[config.mk]
export PLATFORM = sky130hd
export DESIGN_NAME = dara_modred
export DESIGN_NICKNAME = d
export VERILOG_FILES = /design/src/rtl/core/dara_pkg.sv /design/src/rtl/core/dara_modred.sv
export SDC_FILE = /design/constraint.sdc
export NUM_CORES = 1
export LEC_CHECK = 0
export ABC_AREA = 1
export BUFFER_PORTS_ARGS = -buffer_cell sky130_fd_sc_hd__buf_2
export CAP_MARGIN = 20
export CORE_MARGIN = 5
export CORE_UTILIZATION = 61
export CTS_CLUSTER_SIZE = 30
export DETAILED_ROUTE_END_ITERATION = 10
export PLACE_DENSITY_LB_ADDON = 0.12
export SYNTH_ARGS = -nofsm -noshare
export SYNTH_HDL_FRONTEND = slang
export SYNTH_SLANG_ARGS = --single-unit
[constraint.sdc]
create_clock -name clock -period 4.8 [get_ports clock]
set_clock_uncertainty 0.15 [all_clocks]
set_input_delay 0.24 -clock clock [delete_from_list [all_inputs] [get_ports clock]]
set_output_delay 0.24 -clock clock [all_outputs]
set_load 0.01 [all_outputs]
[src/rtl/core/dara_pkg.sv]
// Shared constants and types of the dynamic array range aggregate block.
`default_nettype none

package dara_pkg;

   localparam int VAL_W = 32;   // stored value and result width
   localparam int POS_W = 10;   // position field width
   localparam int MOD_W = 31;   // modulus register width
   localparam int OP_W  = 3;    // operation code width
   localparam int CSR_IDX_W = 1;

   typedef logic [OP_W-1:0] op_type;
   typedef logic [CSR_IDX_W-1:0] csr_idx_type;

   localparam op_type OP_INSERT = 3'd0;
   localparam op_type OP_ERASE  = 3'd1;
   localparam op_type OP_CHANGE = 3'd2;
   localparam op_type OP_READ   = 3'd3;
   localparam op_type OP_RANGE  = 3'd4;
   localparam op_type OP_COUNT  = 3'd5;

   localparam csr_idx_type CSR_COMBINE = 1'd0;
   localparam csr_idx_type CSR_MODULUS = 1'd1;

   localparam logic [MOD_W-1:0] MODULUS_RST = 31'd1000000007;

endpackage

`default_nettype wire

[src/rtl/core/dara_modred.sv]
// Bit-serial floored modulo reduction of a signed range sum.
`default_nettype none

module dara_modred #(
   parameter int SUM_W = 42
) (
   input  wire logic                       clock,
   input  wire logic                       reset,
   input  wire logic                       start,
   input  wire logic [SUM_W-1:0]           sum,
   input  wire logic [dara_pkg::MOD_W-1:0] modulus,
   output logic                            done,
   output logic [dara_pkg::MOD_W-1:0]      result
);

   localparam int CNW = $clog2(SUM_W + 1);

   logic                       busy_ff, busy_in;
   logic [CNW-1:0]             cnt_ff, cnt_in;
   logic [SUM_W-1:0]           mag_ff, mag_in;
   logic [dara_pkg::MOD_W-1:0] rem_ff, rem_in;
   logic [dara_pkg::MOD_W-1:0] mod_ff, mod_in;
   logic                       neg_ff, neg_in;
   logic                       done_ff, done_in;
   logic [dara_pkg::MOD_W-1:0] result_ff, result_in;

   logic [dara_pkg::MOD_W:0]   trial;
   logic [dara_pkg::MOD_W:0]   diff;
   logic                       fits;

   // Restoring division of the magnitude, one quotient bit per cycle; only the
   // remainder is kept.
   assign trial = {rem_ff, mag_ff[SUM_W-1]};
   assign diff  = trial - {1'b0, mod_ff};
   assign fits  = trial >= {1'b0, mod_ff};

   always_comb begin
      busy_in   = busy_ff;
      cnt_in    = cnt_ff;
      mag_in    = mag_ff;
      rem_in    = rem_ff;
      mod_in    = mod_ff;
      neg_in    = neg_ff;
      done_in   = 1'b0;
      result_in = result_ff;
      if (start) begin
         busy_in = 1'b1;
         cnt_in  = CNW'(SUM_W);
         neg_in  = sum[SUM_W-1];
         mag_in  = sum[SUM_W-1] ? (SUM_W'(0) - sum) : sum;
         rem_in  = '0;
         mod_in  = modulus;
      end else if (busy_ff) begin
         if (cnt_ff != '0) begin
            rem_in = fits ? diff[dara_pkg::MOD_W-1:0] : trial[dara_pkg::MOD_W-1:0];
            mag_in = mag_ff << 1;
            cnt_in = cnt_ff - CNW'(1);
         end else begin
            // A negative sum with a nonzero remainder folds back into 0..mod-1.
            busy_in   = 1'b0;
            done_in   = 1'b1;
            result_in = (neg_ff && (rem_ff != '0)) ? (mod_ff - rem_ff) : rem_ff;
         end
      end
   end

   always_ff @(posedge clock) begin
      if (reset) begin
         busy_ff <= 1'b0;
         done_ff <= 1'b0;
      end else begin
         busy_ff <= busy_in;
         done_ff <= done_in;
      end
   end

   always_ff @(posedge clock) begin
      cnt_ff    <= cnt_in;
      mag_ff    <= mag_in;
      rem_ff    <= rem_in;
      mod_ff    <= mod_in;
      neg_ff    <= neg_in;
      result_ff <= result_in;
   end

   assign done   = done_ff;
   assign result = result_ff;

`ifndef NO_ASSERTIONS
   a_start_idle: assert property (@(posedge clock) disable iff (reset)
      start |-> !busy_ff)
      else $error("modulo unit started while busy");

   a_result_range: assert property (@(posedge clock) disable iff (reset)
      done_ff |-> (result_ff < mod_ff))
      else $error("reduced sum not below modulus");

   a_done_after_busy: assert property (@(posedge clock) disable iff (reset)
      done_ff |-> ($past(busy_ff) && !busy_ff))
      else $error("done without a finished reduction");
`endif

endmodule

`default_nettype wire

## After elaboration in Yosys (flattened, before gate mapping)

Cells that the tools add are included.

| storage, ports and cells | value |
|---|---|
| register bits after elaboration | 144 |
| input bits | 76 |
| output and inout bits | 32 |
| word-level logic and storage cells | 35 |

| operators by class | value |
|---|---|
| add/sub/neg operators | 4 |
| magnitude comparators | 1 |
| mux-type cells | 10 |
| bitwise operators | 3 |
| reductions and logical operators | 9 |

Operator list:

| operator | number |
|---|---|
| 42-bit 2-to-1 mux | 4 |
| 31-bit 2-to-1 mux | 2 |
| 31-bit subtractor | 2 |
| 1-bit by 42-bit subtractor with 42-bit output (first input constant) | 1 |
| 32-bit by 31-bit >= comparator with 1-bit output | 1 |
| 31-bit nonzero test | 1 |
| 6-bit nonzero test | 1 |
| 6-bit by 1-bit subtractor with 6-bit output (second input constant) | 1 |
| 1-bit 2-to-1 mux | 4 |
| 2-bit AND reduction | 2 |
| 2-bit nonzero test | 2 |
| 1-bit inverter | 3 |
| 3-bit AND reduction | 1 |
| 3-bit OR reduction | 1 |
| 1-bit logical AND | 1 |

## Logic depth before layout (Yosys ltp)

| logic depth | value |
|---|---|
| depth in word-level cells | 4 |
| mapped depth | 17 |
| gate-level depth less buffers | 16 |

## Worst setup path after synthesis

OpenSTA, ideal clock, no wires.

| timing | value |
|---|---|
| path kind | flip-flop to flip-flop |
| from | register cnt_ff[0] |
| to | register result_ff, in the netlist result[0] (enable) |
| library setup time | 458 ps |
| data arrival time | 2827 ps |
| data required time | 4192 ps |
| slack | 1365 ps |
| cell stages (with the launch flop) | 5 |
| buffers on the path | 0 |
| clock period less this slack | 3435 ps |
| cell sequence | dfxtp_1 -> inv_1 -> ha_1 -> nand3_1 -> nor3_1 |

| between the ends | value |
|---|---|
| cells in the longest elaborated chain, start to end | 3 |

Ends and longest elaborated chain:

| item | RTL line | text |
|---|---|---|
| from (decl) | dara_modred.sv:19 | `logic [CNW-1:0] cnt_ff, cnt_in;` |
| from (signal assigned) | dara_modred.sv:78 | `cnt_ff <= cnt_in;` |
| 6-bit nonzero test | dara_modred.sv:54 | `if (cnt_ff != '0) begin` |
| 1-bit inverter (no source line) | n/a |  |
| 3-bit AND reduction (no source line) | n/a |  |
| to (signal assigned) | dara_modred.sv:83 | `result_ff <= result_in;` |
| to (decl) | dara_modred.sv:25 | `logic [dara_pkg::MOD_W-1:0] result_ff, result_in;` |

No other way between the ends.
A chain may end at the register's enable or synchronous reset.

## Worst setup path in the final report

| timing | value |
|---|---|
| from | register mod_ff[21] (netlist name) |
| to | register rem_ff[8] (netlist name) |

| between the ends | value |
|---|---|
| cells in the longest elaborated chain, start to end | 2 |

Ends and longest elaborated chain:

| item | RTL line | text |
|---|---|---|
| from (decl) | dara_modred.sv:22 | `logic [dara_pkg::MOD_W-1:0] mod_ff, mod_in;` |
| from (signal assigned) | dara_modred.sv:81 | `mod_ff <= mod_in;` |
| 32-bit by 31-bit >= comparator with 1-bit output | dara_modred.sv:35 | `assign fits = trial >= {1'b0, mod_ff};` |
| 31-bit 2-to-1 mux | dara_modred.sv:55 | `rem_in = fits ? diff[dara_pkg::MOD_W-1:0] : trial[dara_pkg::MOD_W-1:0];` |
| to (signal assigned) | dara_modred.sv:80 | `rem_ff <= rem_in;` |
| to (decl) | dara_modred.sv:21 | `logic [dara_pkg::MOD_W-1:0] rem_ff, rem_in;` |

No other way between the ends.

==> flow_metrics.env <==
export IMPL_die_area_um2=22130
export IMPL_synthArstFlopShare=0
export IMPL_hold_class="input port to flip-flop"
export IMPL_clkLatencyLatePin_ns=0.43
export IMPL_avgSynthCellArea_um2=6.611
export IMPL_p_int_w=0.002425
export IMPL_multi_input_area_um2=6495
export IMPL_critical_path_class="flip-flop to flip-flop"
export IMPL_vias=11860
export IMPL_core_um2=18830
export IMPL_syn_inst=1777
export IMPL_grt_overflow=0
export IMPL_endpoint_kind="flip-flop"
export IMPL_synth_top_area_cell="edfxtp_1"
export IMPL_yosysSeqAreaShare=0.3349
export IMPL_port_buffers=107
export IMPL_drv_cap=0
export IMPL_row_count=50
export IMPL_p_leak_nw=6.764
export IMPL_synth_commonest_cells="nand2_1, inv_1, nand3_1"
export IMPL_period_share=0.6218
export IMPL_grt_max_degree=63
export IMPL_drv_slew=0
export IMPL_antenna_found_initial=0
export IMPL_drt_pass1_iterations=6
export IMPL_rsz0062_at_grt="false"
export IMPL_fmax_ghz=0.3351
export IMPL_drtAntennaViolNets=0
export IMPL_synth_main_ff_cell="edfxtp_1"
export IMPL_run_status="finished clean"
export IMPL_chipWidth_um=148.8
export IMPL_grt_usage=0.3059
export IMPL_dp_hpwl_mm=25.90
export IMPL_drive_gt1_frac=0.09854
export IMPL_dp_cells=2112
export IMPL_power_density_nw_per_um2=254.9
export IMPL_cts_made_buffers=17
export IMPL_drc_errors=0
export IMPL_synth_area_leaders="edfxtp_1, nand2_1, inv_1"
export IMPL_grt_pass1_wl_mm=54.48
export IMPL_pwr_share_comb=0.185
export IMPL_place_gp_congestion=1.079
export IMPL_worst_pin_slew_ns=1.086
export IMPL_grt_pass1_vias=11330
export IMPL_yosysWarningCount=0
export IMPL_yosysTopAreaCellShare=0.2684
export IMPL_hold_buffers=33
export IMPL_final_cells=2178
export IMPL_period_minus_slack_ns=2.985
export IMPL_fillers=1634
export IMPL_yosysMostFrequentCell="nand2_1"
export IMPL_ios=108
export IMPL_ir_drop_mv=0.2046
export IMPL_antenna_cells=0
export IMPL_switching_share=0.2881
export IMPL_cts_tree="yes"
export IMPL_cts_htree_levels=4
export IMPL_cts_root_buf="clkbuf_16"
export IMPL_vias_per_cell=5.444
export IMPL_cp_max_fo=31
export IMPL_p_clk_frac=0.387
export IMPL_ys_ff_latch=144
export IMPL_finalSetupTns_ns=0
export IMPL_worstPathRequired_ns=5.00
export IMPL_path_clk_slew_ns=0.07
export IMPL_start_kind="flip-flop"
export IMPL_areaGrowthSynthToFinish_pct=13.75
export IMPL_nNetsFinal=2047
export IMPL_synth_edff_count=105
export IMPL_max_slew_margin=0.2751
export IMPL_initial_utilization=0.6239
export IMPL_regArea_um2=3934
export IMPL_wirelength_mm=33.97
export IMPL_cts_resized=0
export IMPL_drt_iter0_drc=1016
export IMPL_cts_path_max_buffers=2
export IMPL_setup_viol=0
export IMPL_die_y_um=148.8
export IMPL_synthesis_area_um2=11750
export IMPL_p_switching_w=0.0009814
export IMPL_post_cts_buffers=0
export IMPL_synth_nets=1919
export IMPL_numClockSinks=144
export IMPL_wire_per_inst_um=15.60
export IMPL_hold_viol=0
export IMPL_seqPwrFrac=0.427
export IMPL_synthDistinctLibCells=43
export IMPL_arrival_ns=3.18
-- power by group through the flow --
stage	clock (W)	sequential, W	combinational [W]
after floorplan	0	0.00147	0.000429
after global placement	0	0.00148	0.000578
after detailed placement	0	0.00148	0.000590
after CTS	0.00133	0.00146	0.000616
after global routing	0.00139	0.00146	0.000708
final	0.00132	0.00146	0.000631
-- cells in the final DEF, fill, tap and decap left out, types with 4 or more instances in the layout --
cell,instances
nand2_1,619
inv_1,290
nand3_1,152
nor2_1,146
buf_2,107
edfxtp_1,105
o21ai_0,71
ha_1,64
a21oi_1,56
dfxtp_1,39
dlygate4sd3_1,33
xnor2_1,31
nand4_1,21
nor3_1,17
xor2_1,17
clkbuf_16,17
a31oi_1,13
nand3_2,13
o21ai_1,12
nor4_1,11
nor2_2,9
nand3b_1,9
nand2_2,8
and2_1,5
inv_2,4
or2_2,4
o21bai_1,4
clkinvlp_4,4
buf_4,4
-- worst max-delay path, stage by stage, from the launching register on --
cell	delay, ns
edfxtp_1	0.43
inv_1	0.09
ha_1	0.28
nand2_1	0.13
nand2_1	0.09
nand2_1	0.06
nand2_1	0.08
a21oi_2	0.18
nor2_2	0.07
nor2_4	0.55
nand2_4	0.38
nand2_1	0.19
nand3_1	0.08
o21ai_1	0.12
-- per-stage QoR --
stage            util  power (W)  hold slack (ns)  instance area (um^2)  worst slack [ns]
3_5_place_dp   0.6602   0.002071           0.2681                 12430             1.821
5_1_grt        0.7096   0.003556          0.04524                 13360             1.608
2_1_floorplan       -   0.001895           0.1624                 11750             1.365
3_3_place_gp   0.6602   0.002056           0.2664                 12430             1.892
6_report       0.7096   0.003407          0.05479                 13360             1.815
4_1_cts        0.7086   0.003397          0.05229                 13340             1.815
-- worst paths after layout --
path                            depth (start not counted)  slack, ns  startpoint        end
worst max-delay path                                   13       1.82  mod_ff[21]  rem_ff[8]
worst min-delay path                                    2       0.05       start       done
worst max register to register                         13       1.82  mod_ff[21]  rem_ff[8]
worst min register to register                          1       0.34   cnt_ff[5]  cnt_ff[5]
-- kinds of logic after synthesis --
logic type | count (synthesis) | share of synthesized area
fa+ha+maj | 66 | 0.07157
compound gates | 167 | 0.07615
simple gates | 1020 | 0.3689
flops | 144 | 0.3349
xor+xnor | 48 | 0.03579
buf+inv | 332 | 0.1127
-- cell type report --
class / count / share of cell area
multi-input combinational: 1301 / 0.4860
sequential: 144 / 0.2944
inverter: 296 / 0.08324
timing repair buffer: 145 / 0.06854
clock buffer: 20 / 0.03343
tap: 260 / 0.02434
clock inverter: 12 / 0.01002
-- layer usage --
layer  global-route usage  wire length [um]  vias up
met1               0.3824             14020     5335
met4               0.1263              1272        0
met5                    0                 0        -
met3              0.04740              2450       80
met2               0.5294             16220      512
li1                     -                 -     5930
-- flip-flops by register name, indices dropped and copies added, names as in the netlist --
signal   count
cnt_ff       6
neg_ff       1
busy_ff      1
rem_ff      31
mag_ff      42
result      31
done         1
mod_ff      31
(Power assumes the default switching activity.)
